## config.mk

```make
export PLATFORM = sky130hd
export DESIGN_NAME = rc4_stream_cipher_nonzero_unit
export DESIGN_NICKNAME = d
export VERILOG_FILES = /design/src/rtl/core/rc4sc_pkg.sv /design/src/rtl/core/rc4sc_seq.sv /design/src/rtl/core/rc4_stream_cipher_nonzero_unit.sv
export VERILOG_INCLUDE_DIRS = /design/src /design/src/rtl/core
export SDC_FILE = /design/constraint.sdc
export NUM_CORES = 2
export LEC_CHECK = 0
export ABC_CLOCK_PERIOD_IN_PS = 7640
export CAP_MARGIN = 10
export CORE_UTILIZATION = 63
export DETAILED_ROUTE_END_ITERATION = 12
export DONT_BUFFER_PORTS = 1
export PLACE_DENSITY_LB_ADDON = 0.15
export RECOVER_POWER = 100
export SLEW_MARGIN = 10
export SYNTH_ARGS = -nofsm -noshare
export SYNTH_HDL_FRONTEND = slang
export SYNTH_SLANG_ARGS = --single-unit
```

## constraint.sdc

```tcl
create_clock -name clk -period 7.64 [get_ports clk]
set_clock_uncertainty 0.2 [all_clocks]
set_input_delay 0.764 -clock clk [delete_from_list [all_inputs] [get_ports clk]]
set_output_delay 0.764 -clock clk [all_outputs]
set_load 0.01 [all_outputs]
```

## src/rtl/core/rc4_stream_cipher_nonzero_unit_assert.svh

```systemverilog
// assertion macros shared by the cipher unit
`ifndef RC4_STREAM_CIPHER_NONZERO_UNIT_ASSERT_SVH
`define RC4_STREAM_CIPHER_NONZERO_UNIT_ASSERT_SVH

// same-cycle implication
`define RC4SC_ASSERT_NOW(label, clk, rst_n, ante, cons, msg) \
	label: assert property (@(posedge clk) disable iff (!rst_n) (ante) |-> (cons)) \
		else $error(msg);

// next-cycle implication
`define RC4SC_ASSERT_NEXT(label, clk, rst_n, ante, cons, msg) \
	label: assert property (@(posedge clk) disable iff (!rst_n) (ante) |=> (cons)) \
		else $error(msg);

`endif

```

## src/rtl/core/rc4sc_pkg.sv

```systemverilog
package rc4sc_pkg;

	localparam int KEY_BYTES  = 16;
	localparam int KEY_WORDS  = 4;
	localparam int KEY_W      = 64;
	localparam int KEY_SEL_W  = 5;
	localparam int KIDX_W     = (KEY_BYTES > 1) ? $clog2(KEY_BYTES) : 1;
	localparam int TABLE_SIZE = 256;
	localparam int IDX_W      = 8;
	localparam int STEP_W     = 4;

	// configuration register indexes
	localparam logic [1:0] CFG_KEY_WORD_0 = 2'd0;
	localparam logic [1:0] CFG_KEY_WORD_1 = 2'd1;
	localparam logic [1:0] CFG_KEY_WORD_2 = 2'd2;
	localparam logic [1:0] CFG_KEY_WORD_3 = 2'd3;

	// program steps
	localparam logic [STEP_W-1:0] STEP_IDLE  = 4'd0;
	localparam logic [STEP_W-1:0] STEP_P0    = 4'd1;
	localparam logic [STEP_W-1:0] STEP_P1    = 4'd2;
	localparam logic [STEP_W-1:0] STEP_P2    = 4'd3;
	localparam logic [STEP_W-1:0] STEP_P3    = 4'd4;
	localparam logic [STEP_W-1:0] STEP_P4    = 4'd5;
	localparam logic [STEP_W-1:0] STEP_P5    = 4'd6;
	localparam logic [STEP_W-1:0] STEP_OUT   = 4'd7;
	localparam logic [STEP_W-1:0] STEP_INIT  = 4'd8;
	localparam logic [STEP_W-1:0] STEP_K0    = 4'd9;
	localparam logic [STEP_W-1:0] STEP_K1    = 4'd10;
	localparam logic [STEP_W-1:0] STEP_K2    = 4'd11;
	localparam logic [STEP_W-1:0] STEP_K3    = 4'd12;
	localparam logic [STEP_W-1:0] STEP_K4    = 4'd13;
	localparam logic [STEP_W-1:0] STEP_SEND  = 4'd14;

	// read address select
	localparam logic [2:0] RD_NONE   = 3'd0;
	localparam logic [2:0] RD_I_NEXT = 3'd1;
	localparam logic [2:0] RD_J      = 3'd2;
	localparam logic [2:0] RD_AB     = 3'd3;
	localparam logic [2:0] RD_N      = 3'd4;

	// write select
	localparam logic [2:0] WR_NONE   = 3'd0;
	localparam logic [2:0] WR_N_IDX  = 3'd1;
	localparam logic [2:0] WR_N_RD   = 3'd2;
	localparam logic [2:0] WR_I_RD   = 3'd3;
	localparam logic [2:0] WR_J_A    = 3'd4;

	// jump conditions
	localparam logic [2:0] COND_NEXT   = 3'd0;
	localparam logic [2:0] COND_GOTO   = 3'd1;
	localparam logic [2:0] COND_ACCEPT = 3'd2;
	localparam logic [2:0] COND_OUT    = 3'd3;
	localparam logic [2:0] COND_LOOP_N = 3'd4;

	typedef struct packed {
		logic              in_rdy;
		logic              out_ld;
		logic [2:0]        rd_sel;
		logic [2:0]        wr_sel;
		logic              a_ld;
		logic              key_add;
		logic              b_ld;
		logic              i_inc;
		logic              n_inc;
		logic              k_inc;
		logic              sch_init;
		logic              sch_end;
		logic [2:0]        cond;
		logic [STEP_W-1:0] target;
	} ctl_word_t;

	typedef struct packed {
		logic accept;
		logic need_sched;
		logic out_free;
		logic n_last;
	} seq_flags_t;

	// microcode rom
	function automatic ctl_word_t ucode(input logic [STEP_W-1:0] s);
		ctl_word_t w;
		begin
			w = '0;
			case (s)
				STEP_IDLE: begin
					w.in_rdy = 1'b1;
					w.cond   = COND_ACCEPT;
					w.target = STEP_INIT;
				end
				STEP_P0: begin
					w.rd_sel = RD_I_NEXT;
					w.i_inc  = 1'b1;
				end
				STEP_P1: begin
					w.a_ld = 1'b1;
				end
				STEP_P2: begin
					w.rd_sel = RD_J;
				end
				STEP_P3: begin
					w.b_ld   = 1'b1;
					w.wr_sel = WR_I_RD;
				end
				STEP_P4: begin
					w.wr_sel = WR_J_A;
				end
				STEP_P5: begin
					w.rd_sel = RD_AB;
				end
				STEP_OUT: begin
					w.out_ld = 1'b1;
					w.cond   = COND_OUT;
					w.target = STEP_IDLE;
				end
				STEP_INIT: begin
					w.wr_sel   = WR_N_IDX;
					w.n_inc    = 1'b1;
					w.sch_init = 1'b1;
					w.cond     = COND_LOOP_N;
					w.target   = STEP_INIT;
				end
				STEP_K0: begin
					w.rd_sel = RD_N;
				end
				STEP_K1: begin
					w.a_ld    = 1'b1;
					w.key_add = 1'b1;
				end
				STEP_K2: begin
					w.rd_sel = RD_J;
				end
				STEP_K3: begin
					w.wr_sel = WR_N_RD;
				end
				STEP_K4: begin
					w.wr_sel = WR_J_A;
					w.n_inc  = 1'b1;
					w.k_inc  = 1'b1;
					w.cond   = COND_LOOP_N;
					w.target = STEP_K0;
				end
				STEP_SEND: begin
					w.sch_end = 1'b1;
					w.cond    = COND_GOTO;
					w.target  = STEP_P0;
				end
				default: begin
					w.cond   = COND_GOTO;
					w.target = STEP_IDLE;
				end
			endcase
			return w;
		end
	endfunction

endpackage

```

## src/rtl/core/rc4sc_seq.sv

```systemverilog
module rc4sc_seq
	import rc4sc_pkg::*;
(
	input  logic              clk,
	input  logic              arst_n,
	input  seq_flags_t        flags,
	output ctl_word_t         ctl,
	output logic [STEP_W-1:0] step
);

	logic [STEP_W-1:0] step_q;
	logic [STEP_W-1:0] step_nxt;

	assign ctl  = ucode(step_q);
	assign step = step_q;

	always_comb begin
		case (ctl.cond)
			COND_NEXT:   step_nxt = step_q + 1'b1;
			COND_GOTO:   step_nxt = ctl.target;
			COND_ACCEPT: begin
				if (!flags.accept)
					step_nxt = step_q;
				else if (flags.need_sched)
					step_nxt = ctl.target;
				else
					step_nxt = step_q + 1'b1;
			end
			COND_OUT:    step_nxt = flags.out_free ? ctl.target : step_q;
			COND_LOOP_N: step_nxt = flags.n_last ? step_q + 1'b1 : ctl.target;
			default:     step_nxt = STEP_IDLE;
		endcase
	end

	always_ff @(posedge clk or negedge arst_n) begin
		if (!arst_n)
			step_q <= STEP_IDLE;
		else
			step_q <= step_nxt;
	end

endmodule

```

## src/rtl/core/rc4_stream_cipher_nonzero_unit.sv

```systemverilog
// channel  | handshake                    | payload
// ---------+------------------------------+-------------------------------
// data     | data_valid / data_stall      | data_byte, last_byte
// result   | result_valid / result_stall  | out_byte, out_last
// config   | cfg_we (no stall)            | cfg_index, cfg_data
//
// a byte runs through steps P0 to P5 and OUT before the next item can be taken; the
// permutation memory has one read and one write port: three dependent reads, two writes
// the first byte of a message first runs the key schedule: the INIT step fills all
// 256 entries, steps K0 to K4 swap once per entry, and one hand-off step, SEND, follows
// reset clears the sequencer, indices and key words; the schedule rebuilds the table
// a stalled result holds the output register while the next item runs to its output step
`include "rc4_stream_cipher_nonzero_unit_assert.svh"

module rc4_stream_cipher_nonzero_unit
	import rc4sc_pkg::*;
(
	input  logic         clk,
	input  logic         arst_n,
	// data channel
	input  logic         data_valid,
	output logic         data_stall,
	input  logic [7:0]   data_byte,
	input  logic         last_byte,
	// result channel
	output logic         result_valid,
	input  logic         result_stall,
	output logic [7:0]   out_byte,
	output logic         out_last,
	// configuration
	input  logic         cfg_we,
	input  logic [1:0]   cfg_index,
	input  logic [KEY_W-1:0] cfg_data
);

	ctl_word_t         ctl;
	seq_flags_t        flags;
	logic [STEP_W-1:0] step;

	// key storage
	logic [KEY_W-1:0]  key_q [KEY_WORDS];
	logic [KEY_WORDS*KEY_W-1:0] key_flat;
	logic [KEY_SEL_W-1:0] key_sel;
	logic [7:0]        key_byte;

	// datapath state
	logic [IDX_W-1:0]  i_q;
	logic [IDX_W-1:0]  j_q;
	logic [IDX_W-1:0]  n_q;
	logic [KIDX_W-1:0] kidx_q;
	logic              need_q;
	logic [7:0]        a_q;
	logic [7:0]        b_q;
	logic [7:0]        data_q;
	logic              last_q;

	// output register
	logic              result_valid_q;
	logic [7:0]        out_byte_q;
	logic              out_last_q;

	// permutation memory
	logic [7:0]        perm_mem [TABLE_SIZE];
	logic [7:0]        rd_q;
	logic              mem_re;
	logic [IDX_W-1:0]  mem_raddr;
	logic              mem_we;
	logic [IDX_W-1:0]  mem_waddr;
	logic [7:0]        mem_wdata;

	logic              accept;
	logic              out_free;
	logic              out_load;
	logic [7:0]        ks_xor;

	rc4sc_seq u_seq (
		.clk    (clk),
		.arst_n (arst_n),
		.flags  (flags),
		.ctl    (ctl),
		.step   (step)
	);

	// handshake: items are taken only at the idle step of the program
	assign data_stall = !ctl.in_rdy;
	assign accept     = data_valid && ctl.in_rdy;
	assign out_free   = !result_valid_q || !result_stall;
	assign out_load   = ctl.out_ld && out_free;

	assign flags.accept     = accept;
	assign flags.need_sched = need_q;
	assign flags.out_free   = out_free;
	assign flags.n_last     = (n_q == IDX_W'(TABLE_SIZE - 1));

	// key byte for the current schedule step, cycling over KEY_BYTES
	assign key_flat = {key_q[3], key_q[2], key_q[1], key_q[0]};
	assign key_sel  = KEY_SEL_W'(kidx_q);
	assign key_byte = key_flat[key_sel*8 +: 8];

	// memory read address
	always_comb begin
		mem_re    = 1'b1;
		mem_raddr = '0;
		case (ctl.rd_sel)
			RD_I_NEXT: mem_raddr = i_q + 1'b1;
			RD_J:      mem_raddr = j_q;
			RD_AB:     mem_raddr = a_q + b_q;
			RD_N:      mem_raddr = n_q;
			default:   mem_re    = 1'b0;
		endcase
	end

	// memory write port
	always_comb begin
		mem_we    = 1'b1;
		mem_waddr = '0;
		mem_wdata = '0;
		case (ctl.wr_sel)
			WR_N_IDX: begin
				mem_waddr = n_q;
				mem_wdata = n_q;
			end
			WR_N_RD: begin
				mem_waddr = n_q;
				mem_wdata = rd_q;
			end
			WR_I_RD: begin
				mem_waddr = i_q;
				mem_wdata = rd_q;
			end
			WR_J_A: begin
				mem_waddr = j_q;
				mem_wdata = a_q;
			end
			default: mem_we = 1'b0;
		endcase
	end

	always_ff @(posedge clk) begin
		if (mem_we)
			perm_mem[mem_waddr] <= mem_wdata;
		if (mem_re)
			rd_q <= perm_mem[mem_raddr];
	end

	// key words, to be written only while idle; the block itself does not enforce this
	always_ff @(posedge clk or negedge arst_n) begin
		if (!arst_n) begin
			for (int k = 0; k < KEY_WORDS; k++)
				key_q[k] <= '0;
		end else if (cfg_we) begin
			case (cfg_index)
				CFG_KEY_WORD_0: key_q[0] <= cfg_data;
				CFG_KEY_WORD_1: key_q[1] <= cfg_data;
				CFG_KEY_WORD_2: key_q[2] <= cfg_data;
				CFG_KEY_WORD_3: key_q[3] <= cfg_data;
				default: ;
			endcase
		end
	end

	// indices and schedule control
	always_ff @(posedge clk or negedge arst_n) begin
		if (!arst_n) begin
			i_q    <= '0;
			j_q    <= '0;
			n_q    <= '0;
			kidx_q <= '0;
			need_q <= 1'b1;
		end else begin
			if (ctl.i_inc)
				i_q <= i_q + 1'b1;
			// j steps by the fetched entry, plus the key byte in the schedule
			if (ctl.a_ld)
				j_q <= j_q + rd_q + (ctl.key_add ? key_byte : 8'd0);
			if (ctl.n_inc)
				n_q <= n_q + 1'b1;
			if (ctl.k_inc)
				kidx_q <= (kidx_q == KIDX_W'(KEY_BYTES - 1)) ? '0 : kidx_q + 1'b1;
			// schedule start: j and key position restart
			if (ctl.sch_init) begin
				j_q    <= '0;
				kidx_q <= '0;
			end
			// schedule end: both indices restart for the message
			if (ctl.sch_end) begin
				i_q    <= '0;
				j_q    <= '0;
				need_q <= 1'b0;
			end
			// a delivered last byte arms the schedule for the next message
			if (out_load && last_q)
				need_q <= 1'b1;
		end
	end

	// payload holding registers
	always_ff @(posedge clk) begin
		if (accept) begin
			data_q <= data_byte;
			last_q <= last_byte;
		end
		if (ctl.a_ld)
			a_q <= rd_q;
		if (ctl.b_ld)
			b_q <= rd_q;
		if (out_load) begin
			out_byte_q <= (rd_q == data_q) ? data_q : ks_xor;
			out_last_q <= last_q;
		end
	end

	assign ks_xor = rd_q ^ data_q;

	always_ff @(posedge clk or negedge arst_n) begin
		if (!arst_n)
			result_valid_q <= 1'b0;
		else if (out_load)
			result_valid_q <= 1'b1;
		else if (!result_stall)
			result_valid_q <= 1'b0;
	end

	assign result_valid = result_valid_q;
	assign out_byte     = out_byte_q;
	assign out_last     = out_last_q;

	// the block is busy right after it takes an item
	`RC4SC_ASSERT_NEXT(a_busy_after_accept, clk, arst_n, accept, data_stall,
		"item accepted while previous one still in work")
	// a pending schedule is entered straight from the accepting step
	`RC4SC_ASSERT_NEXT(a_sched_entry, clk, arst_n, accept && need_q, step == STEP_INIT,
		"schedule skipped for first byte of message")
	// the schedule counter always returns to zero between passes
	`RC4SC_ASSERT_NOW(a_n_idle_zero, clk, arst_n, step == STEP_IDLE, n_q == '0,
		"schedule counter not at zero while idle")

endmodule

```

After elaboration in Yosys (flattened, before gate mapping)

Memories as Yosys holds them, arrays and structs flattened. A register that Yosys moved wholly into a read port is not among the register bits.
Index checks and enable logic that the tools add are counted.

Register bits after elaboration: 324
Output and inout port bits: 11
RAM bits: 2048
Memories: 1

Shifts and indexed selects: 1
Reduce and logical (&&, ||, !) cells: 28
Bitwise gates (word level): 1
Equality and inequality tests: 35
Mux-type cells: 39
Add/subtract/negate cells: 7

Memories:

| memory   | depth | bits a word | read ports | clocked after memory_dff | wr ports | line                                 | source |
|---|---|---|---|---|---|---|---|
| perm_mem | 256   | 8           | 1          | 1                        | 1        | rc4_stream_cipher_nonzero_unit.sv:63 | `logic [7:0] perm_mem [TABLE_SIZE];` |

Operator list:

| kind                                                             | count |
|---|---|
| 256-bit by 8-bit variable part select with 8-bit output          | 1 |
| 8-bit two-way mux                                                | 7 |
| 8-bit one-hot mux with 3 select lines                            | 2 |
| 7-bit one-hot mux with 6 select lines                            | 1 |
| 4-bit == test (second input constant)                            | 8 |
| 8-bit one-hot mux with 4 select lines                            | 1 |
| 4-bit two-way mux                                                | 7 |
| 8-bit adder                                                      | 3 |
| 3-bit one-hot mux with 4 select lines                            | 2 |
| 4-bit one-hot mux with 5 select lines                            | 1 |
| 3-bit by 2-bit == test with 1-bit output (second input constant) | 6 |
| 1-bit two-way mux                                                | 18 |
| 8-bit by 1-bit adder with 8-bit output (second input constant)   | 2 |
| 4-bit by 3-bit == test with 1-bit output (second input constant) | 4 |
| 2-bit OR reduction                                               | 6 |
| 2-bit AND reduction                                              | 5 |
| 10-bit OR reduction                                              | 1 |
| 3-bit by 1-bit == test with 1-bit output (second input constant) | 3 |
| 3-bit == test (second input constant)                            | 3 |
| 4-bit by 1-bit adder with 4-bit output (second input constant)   | 2 |
| 4-bit by 2-bit == test with 1-bit output (second input constant) | 2 |
| 8-bit == test                                                    | 1 |
| 8-bit == test (second input constant)                            | 1 |
| 4-bit OR reduction                                               | 2 |
| other kinds (14)                                                 | 22 |

Depth between registers and ports, before layout

Depth in word-level cells: 8
Gate-level depth with buffers: 18
Mapped depth without buffers: 14

By module

From an unflattened synthesis, not the netlist that was laid out.

Cell total of the unflattened synthesis: 6840
Area, all modules: 92910.4 um^2

Modules (own cells, without submodules):

| module                         | seq. area each (um^2) | times used | cells each | area an instance (um^2) |
|---|---|---|---|---|
| rc4_stream_cipher_nonzero_unit | 66715.2               | 1          | 6765       | 92344.8 |
| rc4sc_seq                      | 100.1                 | 1          | 75         | 565.5 |

Worst setup path after synthesis

OpenSTA, ideal clock, no wires.

Kind: reg-to-reg
Start point: register u_seq.step_q[1] (netlist: u_seq.step[1])
End point: memory perm_mem[0][0] (data pin)
Data arrival time: 4.813 ns
Buffers on the path: 4
Data required time: 6.669 ns
Slack: 1.856 ns
Clock period less this slack: 5.784 ns
Library setup time: 0.771 ns
Stages on the path, launching flop included: 11
Cells stage by stage: dfrtp_1 > inv_1 > ha_1 > buf_4 > buf_2 > buf_1 > nand2_1 > nor2_1 > clkbuf_1 > a222oi_1 > inv_1

Word-level cells in the longest chain between the ends: 6

RTL lines:

| element                                                                   | line                                  | source |
|---|---|---|
| start, declared                                                           | rc4sc_seq.sv:11                       | `logic [STEP_W-1:0] step_q;` |
| start signal, assigned                                                    | rc4sc_seq.sv:39                       | `step_q <= step_nxt;` |
| 4-bit by 3-bit == test with 1-bit output or 4-bit == test (tied branches) | rc4sc_pkg.sv:85                       | `case (s)` |
| 2-bit OR reduction (no source line)                                       | -                                     |  |
| 3-bit one-hot mux with 4 select lines (*)                                 | rc4sc_pkg.sv:85                       |  |
| 3-bit by 2-bit == test with 1-bit output                                  | rc4_stream_cipher_nonzero_unit.sv:118 | `case (ctl.wr_sel)` |
| 2-bit OR reduction (no source line)                                       | -                                     |  |
| 8-bit one-hot mux with 3 select lines (*)                                 | rc4_stream_cipher_nonzero_unit.sv:118 |  |
| named net mem_wdata[0]                                                    | rc4_stream_cipher_nonzero_unit.sv:69  | `logic [7:0] mem_wdata;` |
| end, declared                                                             | rc4_stream_cipher_nonzero_unit.sv:63  |  |

The timed path passes the listed nets; every way through them passes the cells marked *.

Final worst setup path

Start point: register u_seq.step_q[1] (netlist: u_seq.step[1])
End point: register rd_q[4] (read register of perm_mem) (data pin)

Word-level cells in the longest chain between the ends: 6

RTL lines:

| element                                                                   | line                                  | source |
|---|---|---|
| 4-bit by 2-bit == test with 1-bit output or 4-bit == test (tied branches) | rc4sc_pkg.sv:85                       |  |
| 2-bit OR reduction (no source line)                                       | -                                     |  |
| 3-bit one-hot mux with 4 select lines (*)                                 | rc4sc_pkg.sv:85                       |  |
| 3-bit == test (tied with other cells)                                     | rc4_stream_cipher_nonzero_unit.sv:104 | `case (ctl.rd_sel)` |
| 4-bit OR reduction (no source line)                                       | -                                     |  |
| 1-bit two-way mux                                                         | rc4_stream_cipher_nonzero_unit.sv:104 |  |
| end, declared                                                             | rc4_stream_cipher_nonzero_unit.sv:64  | `logic [7:0] rd_q;` |

Every way passes the cells marked *; elsewhere a longest branch is shown, timed or not.
A chain may end at the register's enable or synchronous reset.

==> out/summary.txt <==
leakage: 34.1 nW
Avg WL per Cell: 29.8 um
Die ar.: 147000 um^2
# port buffers: 0
top sig layer: met5
sequential cell fraction of total power: 53.1%
first-pass GRT wire length: 383000 um
Net Switching: 0.00575 W
Via Count: 60100
wl on met1: 94800 um
WS Path Type: reg -> reg
synthesized area per cell: 13.5 um^2
Period minus WS final: 6.77 ns
Worst VDD drop: 0.000247 V
DR vias/cell: 6.78
maximum number of pins on one net before global-route repair: 163
fin nets: 6869
Post-synth ARST share: 7.19%
final setup fails: 0
Startpoint Class: flop
clock sinks: 2252
critical path data required time: 7.97 ns
final period utilization: 88.6%
Reg clk slew, reported paths: 0.06 ns
post-detail-place hpwl: 157000 um
FMAX: 148 MHz
Post-CTS Setup Inserts: 0
critical path data arrival time: 7.10 ns
drt pass-1 iters: 8
RSZ-0062 raised after global routing: false
met2 WL: 119000 um
Cells after Synth: 6791
Clock power frac: 41.5%
Fin. Hold Viols: 0
initial antenna violation count: 10
Post-Syn Nets: 6900
maxcap violations: 12
Slew @ Worst Pin: 3.91 ns
Yosys cell types: 84
clk buf depth: 3
commonest cells in the netlist: edfxtp_1, nand2_1, a21oi_1
failing checks: capacitance limit, slew limit
vias in the first global route: 56800
area leader, netlist: edfxtp_1
Hold Path Class: in -> reg
Net Sw Frac: 22.3%
DRC viols: 0
Die X: 384 um
Num CTS Buffers: 212
pwr/cell area: 254 nW/um^2
post_cts resized: 0
drt total wl: 264000 um
Initial Utilization: 63.7%
mapped cell area: 91800 um^2
max-slew violations: 762
core box area: 144000 um^2
Root Driver: clkbuf_16
grt ovf: 0
Seq/Total Area, Yosys: 72.7%
1st-iter DRT viols: 9437
antenna viol nets, final: 0
Clock Latency Late Sink: 0.87 ns
relative slew slack: -161%
Synth warnings: 0
status: finished with violations
count leader, synth: edfxtp_1
final setup TNS: 0 ns
Global Route Usage Sum: 35.8%
H-tree depth: 4
EDFF count, synth: 2090
Die Ht: 384 um
top_reg_cell synth: edfxtp_1
met3 wire len: 34600 um
Comb pwr share: 5.3%
CTS tree: built
layout cells sized above 1: 9.58%
Util after Layout: 70.2%
Crit. End Element: flop
IO Count: 91
Int Pwr: 0.0200 W
top cells by area, synth: edfxtp_1, nand2_1, dfrtp_1
GPL Wtd Cong: 0.992
crit-path max FO: 31
Layout Area Growth over Synthesis: 10.3%
Hold WS: 0.239 ns
row cnt: 139
synthesized flop and latch total: 2252
Yosys top cell area share: 68.3%
==> per-layer routing <==
layer | track usage, % | up-vias
met1 | 49.7 | 29500
met5 | 0 | -
met4 | 18.2 | 6
met2 | 53.0 | 4433
li1 | - | 25400
met3 | 9.08 | 736
==> kinds of logic (layout without fill, tap and decap cells) <==
logic type	Yosys count	in the layout	synth area share, %
other cells	0	6	0
compound gates	1324	1324	9.08
fa+ha+maj	29	29	0.469
simple gates	2380	2380	10.9
buf+inv	475	629	2.47
mux	304	304	4.06
xor+xnor	27	27	0.257
flops	2252	2252	72.7
==> sequential cells by signal, summed over array words and instances, names as in the netlist <==
| signal | flops |
|---|---|
| out_last | 1 |
| i_q | 8 |
| j_q | 8 |
| a_q | 8 |
| u_seq.step | 4 |
| last_q | 1 |
| key_flat | 128 |
| out_byte | 8 |
| perm_mem | 2048 |
| need_q | 1 |
| kidx_q | 4 |
| data_q | 8 |
| rd_q | 8 |
| n_q | 8 |
| b_q | 8 |
| result_valid | 1 |
==> layout make-up <==
| type | count | area, um^2 |
|---|---|---|
| Antenna cell | 6 | 15.0 |
| Clock buffer | 257 | 5600 |
| Clock inverter | 142 | 1460 |
| Fill cell | 9518 | 42900 |
| Inverter | 20 | 135 |
| Multi-Input combinational cell | 4064 | 22900 |
| Sequential cell | 2252 | 66800 |
| Tap cell | 1903 | 2380 |
| Timing Repair Buffer | 210 | 1960 |
==> worst max-delay path, cell delays in order, from the launching register on <==
cell and delay, ns:
dfrtp_1 0.41, inv_1 0.11, ha_1 0.16, clkbuf_1 0.86
nor4b_1 0.74, a221oi_1 0.42, buf_12 0.29, nand2_1 0.84
buf_4 0.43, a21oi_1 0.07, a21oi_1 0.23, a21oi_1 0.22
o41ai_1 1.25, nand3_1 0.17
==> power by group through the flow <==
stage | registers, W | clock network (W) | logic [W]
2_1_floorplan | 0.0139 | 0 | 0.000687
3_3_place_gp | 0.0139 | 0 | 0.00122
3_5_place_dp | 0.0139 | 0 | 0.00125
4_1_cts | 0.0137 | 0.0107 | 0.00131
5_1_grt | 0.0137 | 0.0111 | 0.00139
6_report | 0.0137 | 0.0107 | 0.00137
==> placed cells by master (no fill, tap or decap), types with 11 or more instances in the layout <==
cell type / count
a211oi_1: 48
a21boi_0: 21
a21o_1: 24
a21oi_1: 648
a221oi_1: 32
a222oi_1: 12
a22o_1: 18
a22oi_1: 143
a31oi_1: 74
a32oi_1: 58
and2_1: 17
and3_1: 69
buf_12: 21
buf_4: 94
bufinv_16: 25
clkbuf_1: 49
clkbuf_16: 214
clkinv_1: 55
clkinv_2: 36
dfrtp_1: 160
dlygate4sd3_1: 75
edfxtp_1: 2090
ha_1: 20
inv_1: 12
mux2_2: 147
mux2i_1: 117
mux4_2: 40
nand2_1: 1431
nand3_1: 324
nand3b_1: 14
nand4_1: 30
nor2_1: 372
nor2b_1: 13
nor3_1: 24
nor4_1: 13
o21ai_0: 67
o22ai_1: 45
xnor2_1: 16
xor2_1: 11
==> metrics by stage <==
step	setup slack (ns)	power, W	std cells	cell area, um^2
final	0.872	0.0257	8854	101000
after global routing	0.858	0.0262	8850	101000
after CTS	2.05	0.0257	8848	101000
after detailed placement	2.05	0.0152	8373	93500
after global placement	2.10	0.0151	8373	93500
after floorplan	1.86	0.0145	6791	91800
==> path summary, 6_finish.rpt <==
check | startpoint | end | slack [ns] | cells after the start
hold / removal | data_valid | u_seq.step[1]$_DFFE_PN0P_ | 0.24 | 3
setup reg to reg | u_seq.step[1]$_DFFE_PN0P_ | rd_q[4]$_DFFE_PN_ | 0.87 | 13
setup / recovery | u_seq.step[1]$_DFFE_PN0P_ | rd_q[4]$_DFFE_PN_ | 0.87 | 13
hold reg to reg | last_q$_DFFE_PP_ | out_last$_DFFE_PP_ | 0.25 | 0
max in group asynchronous | arst_n | kidx_q[0]$_DFFE_PN0N_ | 3.05 | 2
min in group asynchronous | arst_n | key_flat[21]$_DFFE_PN0P_ | 1.65 | 2
==> timing repair <==
action | CTS | global route
hold endpoints to repair | 300 | 0
endpoints found under the setup margin | 0 | 0
hold buffers | 76 | 0
Power figures use the tool's default switching activity.
